==> src/sv/pairwise_repel_force_sum_assert.svh <==
// ----------------------------------------------------------------------------
// Assertion macros for the pairwise repel force block
// Concurrent assertion wrappers that can be compiled out as a group.
// ----------------------------------------------------------------------------
`ifndef PAIRWISE_REPEL_FORCE_SUM_ASSERT_SVH
`define PAIRWISE_REPEL_FORCE_SUM_ASSERT_SVH

`ifndef NO_ASSERTIONS
// Checked on every clock edge outside reset.
`define PRFS_ASSERT(lbl, prop, msg) \
  lbl: assert property (@(posedge clk_i) disable iff (!rst_ni) (prop)) else $error(msg);
// Checked on every clock edge, reset included.
`define PRFS_ASSERT_ALWAYS(lbl, prop, msg) \
  lbl: assert property (@(posedge clk_i) (prop)) else $error(msg);
`else
`define PRFS_ASSERT(lbl, prop, msg)
`define PRFS_ASSERT_ALWAYS(lbl, prop, msg)
`endif

`endif

==> src/sv/prfs_pkg.sv <==
// ----------------------------------------------------------------------------
// prfs_pkg
// Types and constants shared by the pairwise repel force block.
// ----------------------------------------------------------------------------
`timescale 1ns / 1ps

package prfs_pkg;

  localparam int unsigned FRAC_BITS_DEF = 16;
  localparam int unsigned POS_WIDTH_DEF = 32;

  localparam int unsigned REG_W    = 32;
  localparam int unsigned MAG_W    = 31;
  localparam int unsigned UNIT_W   = 64;
  localparam int unsigned ROOT_W   = 32;

  localparam int unsigned MUL_STEPS  = 32;
  localparam int unsigned SQRT_STEPS = 32;
  localparam int unsigned DIV_STEPS  = 64;
  localparam int unsigned CNT_W      = $clog2(DIV_STEPS);

  localparam logic [REG_W-1:0] REPEL_RESET = 32'd131072000;
  localparam logic [REG_W-1:0] CAP_RESET   = 32'd6553600;
  localparam logic [REG_W-1:0] MIN_RESET   = 32'd66;

  localparam logic [1:0] REG_REPEL = 2'd0;
  localparam logic [1:0] REG_CAP   = 2'd1;
  localparam logic [1:0] REG_MIN   = 2'd2;

  typedef enum logic [3:0] {
    ST_IDLE,
    ST_MUL_XX,
    ST_MUL_YY,
    ST_CHECK,
    ST_SQRT,
    ST_DIV_SCALE,
    ST_MUL_CX,
    ST_DIV_CX,
    ST_MUL_CY,
    ST_DIV_CY,
    ST_FINISH
  } state_e;

endpackage

==> src/sv/pairwise_repel_force_sum.sv <==
// ----------------------------------------------------------------------------
// pairwise_repel_force_sum
// Accumulates the repulsive force on one body over a run of neighbors.
// ----------------------------------------------------------------------------
//  channel  direction  payload
//  s_axis   in         tdata {other_y, other_x, self_y, self_x}, tuser counts,
//                      tlast last_neighbour
//  m_axis   out        tdata {force_y, force_x}, tuser saturated
//  cfg      in         write enable, register index, 32-bit data
//
//  A counted pair runs four 32-step shift-add multiplies,
//  a 32-step square root and three 64-step restoring divisions, all through
//  one shared multiplier, one root unit and one divider, one bit per step.
//  A pair dropped at the distance check, or an uncounted item, goes to finish.
//  Input is taken only while the sequencer is idle; a result waits in the
//  output register, and a new run may start while it waits.
//  Reset clears sums, flags and registers to their defaults at once.
// ----------------------------------------------------------------------------
`timescale 1ns / 1ps

`include "pairwise_repel_force_sum_assert.svh"

module pairwise_repel_force_sum
  import prfs_pkg::*;
#(
  parameter int unsigned FRAC_BITS = FRAC_BITS_DEF,
  parameter int unsigned POS_WIDTH = POS_WIDTH_DEF
) (
  input  logic                 clk_i,
  input  logic                 rst_ni,
  input  logic                 cfg_we_i,
  input  logic [1:0]           cfg_idx_i,
  input  logic [REG_W-1:0]     cfg_data_i,
  input  logic                 s_axis_tvalid,
  output logic                 s_axis_tready,
  // self_x, self_y, other_x, other_y from bit 0 up, zero padded
  input  logic [((4*POS_WIDTH+7)/8)*8-1:0] s_axis_tdata,
  // counts
  input  logic                 s_axis_tuser,
  input  logic                 s_axis_tlast,
  output logic                 m_axis_tvalid,
  input  logic                 m_axis_tready,
  // force_x, force_y from bit 0 up
  output logic [63:0]          m_axis_tdata,
  // saturated
  output logic                 m_axis_tuser
);

  localparam int unsigned DW = POS_WIDTH + 1;

  state_e state_q, state_d;

  logic [REG_W-1:0] repel_q, cap_q, min_q;
  logic [MAG_W-1:0] ax_q, ay_q;
  logic             nx_q, ny_q, last_q;
  logic [CNT_W-1:0] cnt_q;

  logic [UNIT_W-1:0] ma_q, macc_q, s_q;
  logic [REG_W-1:0]  mb_q, scale_q;
  logic [UNIT_W-1:0] sn_q;
  logic [33:0]       srem_q;
  logic [ROOT_W-1:0] root_q, dist_q;
  logic [UNIT_W-1:0] dn_q, dd_q, dq_q;
  logic [UNIT_W:0]   dr_q;

  logic signed [REG_W-1:0] sum_x_q, sum_y_q;
  logic                    sat_q;
  logic                    m_valid_q, m_sat_q;
  logic [63:0]             m_data_q;

  // Input differences and clipped magnitudes.
  logic signed [DW-1:0] dx, dy;
  logic [DW-1:0]        mx, my;
  logic [MAG_W-1:0]     cx_mag, cy_mag;

  always_comb begin
    dx = DW'($signed(s_axis_tdata[POS_WIDTH-1:0]))
       - DW'($signed(s_axis_tdata[2*POS_WIDTH +: POS_WIDTH]));
    dy = DW'($signed(s_axis_tdata[POS_WIDTH +: POS_WIDTH]))
       - DW'($signed(s_axis_tdata[3*POS_WIDTH +: POS_WIDTH]));
    mx = dx[DW-1] ? DW'(-dx) : DW'(dx);
    my = dy[DW-1] ? DW'(-dy) : DW'(dy);
    cx_mag = (UNIT_W'(mx) > UNIT_W'({MAG_W{1'b1}})) ? {MAG_W{1'b1}} : MAG_W'(mx);
    cy_mag = (UNIT_W'(my) > UNIT_W'({MAG_W{1'b1}})) ? {MAG_W{1'b1}} : MAG_W'(my);
  end

  // One step of each serial unit.
  logic [UNIT_W-1:0] mul_next;
  logic [35:0]       sq_t, sq_trial;
  logic              sq_take;
  logic [33:0]       srem_next;
  logic [ROOT_W-1:0] root_next;
  logic [UNIT_W:0]   dv_t;
  logic              dv_take;
  logic [UNIT_W:0]   dr_next;
  logic [UNIT_W-1:0] dq_next;
  logic [UNIT_W-1:0] d2;

  always_comb begin
    mul_next  = macc_q + (mb_q[0] ? ma_q : '0);
    sq_t      = {srem_q, sn_q[UNIT_W-1 -: 2]};
    sq_trial  = {2'b00, root_q, 2'b01};
    sq_take   = sq_t >= sq_trial;
    srem_next = sq_take ? 34'(sq_t - sq_trial) : 34'(sq_t);
    root_next = {root_q[ROOT_W-2:0], sq_take};
    dv_t      = {dr_q[UNIT_W-1:0], dn_q[UNIT_W-1]};
    dv_take   = dv_t >= {1'b0, dd_q};
    dr_next   = dv_take ? (dv_t - {1'b0, dd_q}) : dv_t;
    dq_next   = {dq_q[UNIT_W-2:0], dv_take};
    d2        = s_q >> FRAC_BITS;
  end

  // Saturating accumulate of one signed component.
  logic [32:0]       cmag;
  logic signed [34:0] acc_in, acc_r;
  logic              acc_neg, acc_hi, acc_lo;
  logic signed [REG_W-1:0] acc_out;

  always_comb begin
    cmag    = dq_next[32:0];
    acc_neg = (state_q == ST_DIV_CY) ? ny_q : nx_q;
    acc_in  = (state_q == ST_DIV_CY) ? 35'(sum_y_q) : 35'(sum_x_q);
    acc_r   = acc_neg ? acc_in - $signed({2'b00, cmag}) : acc_in + $signed({2'b00, cmag});
    acc_hi  = acc_r > 35'sd2147483647;
    acc_lo  = acc_r < -35'sd2147483648;
    acc_out = acc_hi ? 32'sh7fffffff : (acc_lo ? 32'sh80000000 : REG_W'(acc_r));
  end

  logic last_step_mul, last_step_sqrt, last_step_div;
  assign last_step_mul  = cnt_q == CNT_W'(MUL_STEPS - 1);
  assign last_step_sqrt = cnt_q == CNT_W'(SQRT_STEPS - 1);
  assign last_step_div  = cnt_q == CNT_W'(DIV_STEPS - 1);

  // Next state.
  always_comb begin
    state_d = state_q;
    case (state_q)
      ST_IDLE: begin
        if (s_axis_tvalid && s_axis_tready) begin
          state_d = s_axis_tuser ? ST_MUL_XX : ST_FINISH;
        end
      end
      ST_MUL_XX:    if (last_step_mul) state_d = ST_MUL_YY;
      ST_MUL_YY:    if (last_step_mul) state_d = ST_CHECK;
      ST_CHECK:     state_d = (d2 <= UNIT_W'(min_q)) ? ST_FINISH : ST_SQRT;
      ST_SQRT:      if (last_step_sqrt) state_d = ST_DIV_SCALE;
      ST_DIV_SCALE: if (last_step_div) state_d = ST_MUL_CX;
      ST_MUL_CX:    if (last_step_mul) state_d = ST_DIV_CX;
      ST_DIV_CX:    if (last_step_div) state_d = ST_MUL_CY;
      ST_MUL_CY:    if (last_step_mul) state_d = ST_DIV_CY;
      ST_DIV_CY:    if (last_step_div) state_d = ST_FINISH;
      ST_FINISH: begin
        if (!last_q || !m_valid_q || m_axis_tready) begin
          state_d = ST_IDLE;
        end
      end
      default:      state_d = ST_IDLE;
    endcase
  end

  // Handshake outputs.
  logic out_load;
  always_comb begin
    s_axis_tready = (state_q == ST_IDLE);
    out_load      = (state_q == ST_FINISH) && last_q && (!m_valid_q || m_axis_tready);
  end

  assign m_axis_tvalid = m_valid_q;
  assign m_axis_tdata  = m_data_q;
  assign m_axis_tuser  = m_sat_q;

  // Control state and configuration.
  always_ff @(posedge clk_i or negedge rst_ni) begin
    if (!rst_ni) begin
      state_q   <= ST_IDLE;
      cnt_q     <= '0;
      repel_q   <= REPEL_RESET;
      cap_q     <= CAP_RESET;
      min_q     <= MIN_RESET;
      sum_x_q   <= '0;
      sum_y_q   <= '0;
      sat_q     <= 1'b0;
      m_valid_q <= 1'b0;
    end else begin
      state_q <= state_d;
      if (state_q != state_d) begin
        cnt_q <= '0;
      end else begin
        cnt_q <= cnt_q + CNT_W'(1);
      end
      if (cfg_we_i) begin
        case (cfg_idx_i)
          REG_REPEL: repel_q <= cfg_data_i;
          REG_CAP:   cap_q   <= cfg_data_i;
          REG_MIN:   min_q   <= cfg_data_i;
          default:   ;
        endcase
      end
      if ((state_q == ST_DIV_CX) && last_step_div) begin
        sum_x_q <= acc_out;
        if (acc_hi || acc_lo) sat_q <= 1'b1;
      end
      if ((state_q == ST_DIV_CY) && last_step_div) begin
        sum_y_q <= acc_out;
        if (acc_hi || acc_lo) sat_q <= 1'b1;
      end
      if (out_load) begin
        m_valid_q <= 1'b1;
        sum_x_q   <= '0;
        sum_y_q   <= '0;
        sat_q     <= 1'b0;
      end else if (m_axis_tready) begin
        m_valid_q <= 1'b0;
      end
    end
  end

  // Serial datapath.
  always_ff @(posedge clk_i) begin
    if (out_load) begin
      m_data_q <= {sum_y_q, sum_x_q};
      m_sat_q  <= sat_q;
    end
    case (state_q)
      ST_IDLE: begin
        if (s_axis_tvalid && s_axis_tready) begin
          ax_q       <= cx_mag;
          ay_q       <= cy_mag;
          nx_q       <= dx[DW-1];
          ny_q       <= dy[DW-1];
          last_q     <= s_axis_tlast;
          ma_q       <= UNIT_W'(cx_mag);
          mb_q       <= REG_W'(cx_mag);
          macc_q     <= '0;
        end
      end
      ST_MUL_XX, ST_MUL_YY, ST_MUL_CX, ST_MUL_CY: begin
        if (last_step_mul) begin
          case (state_q)
            ST_MUL_XX: begin
              s_q    <= mul_next;
              ma_q   <= UNIT_W'(ay_q);
              mb_q   <= REG_W'(ay_q);
              macc_q <= '0;
            end
            ST_MUL_YY: begin
              s_q <= s_q + mul_next;
            end
            default: begin
              // Product over the root.
              dn_q <= mul_next;
              dd_q <= UNIT_W'(dist_q);
              dr_q <= '0;
              dq_q <= '0;
            end
          endcase
        end else begin
          macc_q <= mul_next;
          ma_q   <= {ma_q[UNIT_W-2:0], 1'b0};
          mb_q   <= {1'b0, mb_q[REG_W-1:1]};
        end
      end
      ST_CHECK: begin
        sn_q   <= s_q;
        srem_q <= '0;
        root_q <= '0;
      end
      ST_SQRT: begin
        sn_q   <= {sn_q[UNIT_W-3:0], 2'b00};
        srem_q <= srem_next;
        root_q <= root_next;
        if (last_step_sqrt) begin
          dist_q <= root_next;
          dn_q   <= UNIT_W'(repel_q) << FRAC_BITS;
          dd_q   <= d2;
          dr_q   <= '0;
          dq_q   <= '0;
        end
      end
      ST_DIV_SCALE, ST_DIV_CX, ST_DIV_CY: begin
        dn_q <= {dn_q[UNIT_W-2:0], 1'b0};
        dr_q <= dr_next;
        dq_q <= dq_next;
        if (last_step_div) begin
          if (state_q == ST_DIV_SCALE) begin
            scale_q <= (dq_next > UNIT_W'(cap_q)) ? cap_q : REG_W'(dq_next);
            ma_q    <= UNIT_W'(ax_q);
            mb_q    <= (dq_next > UNIT_W'(cap_q)) ? cap_q : REG_W'(dq_next);
            macc_q  <= '0;
          end else if (state_q == ST_DIV_CX) begin
            ma_q   <= UNIT_W'(ay_q);
            mb_q   <= scale_q;
            macc_q <= '0;
          end
        end
      end
      default: ;
    endcase
  end

  `PRFS_ASSERT(a_skip_uncounted,
    (s_axis_tvalid && s_axis_tready && !s_axis_tuser) |=> (state_q == ST_FINISH),
    "uncounted neighbor did not go straight to finish")
  `PRFS_ASSERT(a_check_exit,
    (state_q == ST_CHECK) |=> (state_q == ST_FINISH || state_q == ST_SQRT),
    "distance check left to an unexpected state")
  `PRFS_ASSERT(a_dist_nonzero,
    (state_q == ST_DIV_CX || state_q == ST_DIV_CY) |-> (dist_q != '0),
    "division by a zero distance")
  `PRFS_ASSERT(a_result_issued,
    (state_q == ST_FINISH && last_q && !m_valid_q) |=> m_valid_q,
    "last neighbor finished without a result")
  `PRFS_ASSERT_ALWAYS(a_ready_idle,
    s_axis_tready |-> (state_q == ST_IDLE),
    "input accepted while a pair is in progress")

endmodule
==> config.mk <==
export PLATFORM = sky130hd
export DESIGN_NAME = pairwise_repel_force_sum
export DESIGN_NICKNAME = d
export VERILOG_FILES = /design/src/sv/prfs_pkg.sv /design/src/sv/pairwise_repel_force_sum.sv
export VERILOG_INCLUDE_DIRS = /design/src /design/src/sv
export SDC_FILE = /design/constraint.sdc
export NUM_CORES = 2
export LEC_CHECK = 0
export ABC_AREA = 1
export BUFFER_PORTS_ARGS = -buffer_cell sky130_fd_sc_hd__buf_4
export CORE_ASPECT_RATIO = 0.75
export CORE_MARGIN = 5
export CORE_UTILIZATION = 45
export CTS_CLUSTER_SIZE = 8
export DETAILED_ROUTE_END_ITERATION = 10
export PLACE_DENSITY = 0.69
export REMOVE_ABC_BUFFERS = 1
export SLEW_MARGIN = 20
export SYNTH_ARGS = -nofsm -noshare
export SYNTH_HDL_FRONTEND = slang
export SYNTH_SLANG_ARGS = --single-unit
==> constraint.sdc <==
create_clock -name clk_i -period 25.3 [get_ports clk_i]
set_clock_uncertainty 0.05 [all_clocks]
set_input_delay 3.795 -clock clk_i [delete_from_list [all_inputs] [get_ports clk_i]]
set_output_delay 3.795 -clock clk_i [all_outputs]
set_load 0.05 [all_outputs]
==> results.md <==
* Outcome: finished clean
* Final ANT Viol Nets at 0
* PostCTS Resize Cnt at 0
* CTS tree: yes
* H-tree level count at 4
* WL met2 at 86700 µm
* Initial core utilization at 45.1%
* Yosys warns at 0
* CP Launch Type: flip-flop
* Synth cell types at 70
* Post-Synthesis Cells at 8625
* Wire length on met1 at 106000 µm
* CTS sink count at 959
* Synth top area cells: edfxtp_1 (36%), nand2_1 (12%), inv_1 (7.6%)
* Layout cells sized above 1 at 8.01%
* Async S/R FF share, synth at 17.9%
* Final worst path period share at 29.6%
* Largest net degree at the start of global routing at 161
* Fin nets at 9386
* Die Y at 342 µm
* IO Port Bufs at 235
* Max Cap Violations at 0
* Final Hold Fails at 0
* Row count at 122
* Slowest cell delay on critical path at 0.53 ns
* Vias in the first global route at 56200
* Core Area at 0.147 mm²
* Drt via density at 5.54
* Actual slew at the worst max-slew pin at 1.17 ns
* GRT overflow at 0
* R2R setup slack at 17.81 ns
* Clock Root Buffer: clkbuf_16
* Num CTS Buffers at 139
* Most frequent cell after synthesis: nand2_1
* Die area at 0.155 mm²
* Synthesized cell area at 0.0663 mm²
* Clk_lat worst skew at 0.79 ns
* Critical Path Most Common Cell: nand2_1
* Met3 WL at 26200 µm
* Post-synth top cells: nand2_1 (2207), inv_1 (1335), nor2_1 (789), edfxtp_1 (787), o21ai_0 (627)
* Average cell area after synthesis at 7.69 µm²
* Top fanout value on the critical path at 21
* Hold slack at 0.383 ns
* Seq/Total Area, Yosys at 42.2%
* Ports at 236
* Worst slew margin at 21.4%
* Hold bufs inserted after CTS at 0
* First-pass GRT wire length at 339000 µm
* Post-CTS setup buffer count at 0
* DP HPWL at 174000 µm
* DR DRC count at 0
* Post-synth top area share at 35.6%
* P&R area growth vs syn at 12.0%
* Die W at 453 µm
* RSZ-0062 raised after global routing: false
* Final setup violating endpoints at 0
* CP top delay family: simple AND/OR/NAND/NOR gates
* RePlAce Congestion at 1.03
* Drt pass-1 iters at 6
* Slew Viols, Final at 0
* Routed via count at 60400
* Synth Flop Type: edfxtp_1
* Final WL at 224000 µm
* Max clock buf depth at 3
* Tot GR Track Use at 28.2%
* Cell taking the most area after synthesis: edfxtp_1
* Fmax at 134 MHz
* Req. time, crit path at 25.88 ns
* Minimum clock period at 7.49 ns
* Drt wl/cell at 20.5 µm
* Bufs and invs on worst path at 4
* DR top layer: met5
* Initial antenna violation count at 8
* Seq cells post-synth at 959
* Fillers at 14200
* Post-synth EDFFs at 787
* Slowest cell on the critical path: o21ai_2
* Setup crit end kind: flip-flop
* Worst EP arrival at 8.07 ns
* Hold Crit Class: reg2reg
* Initial detailed-routing violation count at 7246
* Clock transition at the registers of the reported paths at 0.05 ns
* Crit Path Class: reg2reg
-- metrics by stage --
step / area, µm² / setup TNS, ns / utilization [%] / worst slack (ns) / instances
after CTS: 74200 / 0 / 50.5 / 17.86 / 10900
after global routing: 74300 / 0 / 50.5 / 17.20 / 10900
after detailed placement: 70200 / 0 / 47.7 / 17.19 / 10700
after global placement: 70200 / 0 / 47.7 / 17.22 / 10700
final: 74300 / 0 / 50.5 / 17.81 / 10900
after floorplan: 65300 / -1135.22 / - / -7.10 / 8406
-- routing by layer --
layer / vias to the layer above / GRT usage, %
li1: 28800 / -
met1: 28500 / 44.1
met2: 2865 / 38.2
met3: 244 / 7.46
met4: 4 / 6.73
met5: - / 0
-- worst paths after layout --
path,startpoint,endpoint,cells past startpoint
max,dr_q[1]$_SDFFCE_PP0P_,sum_x_q[2]$_DFFE_PN0P_,36
min,root_q[11]$_SDFFCE_PN0P_,dist_q[12]$_DFFE_PP_,0
max reg2reg,dr_q[1]$_SDFFCE_PP0P_,sum_x_q[2]$_DFFE_PN0P_,36
min reg2reg,root_q[11]$_SDFFCE_PN0P_,dist_q[12]$_DFFE_PP_,0
max in group asynchronous,rst_ni,min_q[8]$_DFFE_PN0P_,3
min in group asynchronous,rst_ni,sum_y_q[17]$_DFFE_PN0P_,1
-- state kept, by name, summed over array words and instances (netlist names), 32 cells and up --
signal and cells:
dist_q 32, min_q 32, srem_q 34, mb_q 32
dq_q 63, m_axis_tdata 64, sum_y_q 32, repel_q 32
sn_q 64, macc_q 64, s_q 64, dn_q 64
ma_q 64, dr_q 64, sum_x_q 32, cap_q 32
dd_q 48, scale_q 32, root_q 32
-- area by class of cell --
type	instances	area (µm²)	share of cell area (%)
tap	1984	2480	3.34
clock buffer	209	3870	5.21
multi-input combinational	6081	32400	43.6
inverter	1366	5130	6.91
clock inverter	12	194	0.261
timing repair buffer	290	2230	3.00
sequential	959	28000	37.6
antenna	5	12.5	0.0168
-- cells by family (layout without fill, tap and decap cells) --
group	Yosys count	in the layout	share of synthesized area (%)
and+or+nand+nor	3999	3999	26.0
buffers and inverters	1585	1877	9.19
AOI/OAI and AO/OA	1429	1429	11.8
muxes	1	1	0.0151
adders and majority gates	380	380	7.24
xor gates and xnor gates	272	272	3.59
DFF	959	959	42.2
other	0	5	0
-- placed cells by master, fill, tap and decap left out, drive strengths merged, types with 14 or more instances in the layout --
cell type / instances
buf: 290
o211ai: 20
edfxtp: 787
o21ai: 645
xor2: 170
inv: 1362
a21oi: 512
a22oi: 26
nand4: 108
a31oi: 60
clkinv: 16
nor2: 815
and2: 35
xnor2: 102
clkbuf: 209
or2: 23
nand3: 536
a211oi: 14
o21a: 20
a21o: 32
ha: 374
nand2: 2317
dfrtp: 161
o21bai: 33
nand3b: 27
nor4: 42
a21boi: 20
nor3: 87
Power is left out: the tool's default activity adds up to more than one toggle a clock period on the data nets, which glitch-free logic cannot reach.
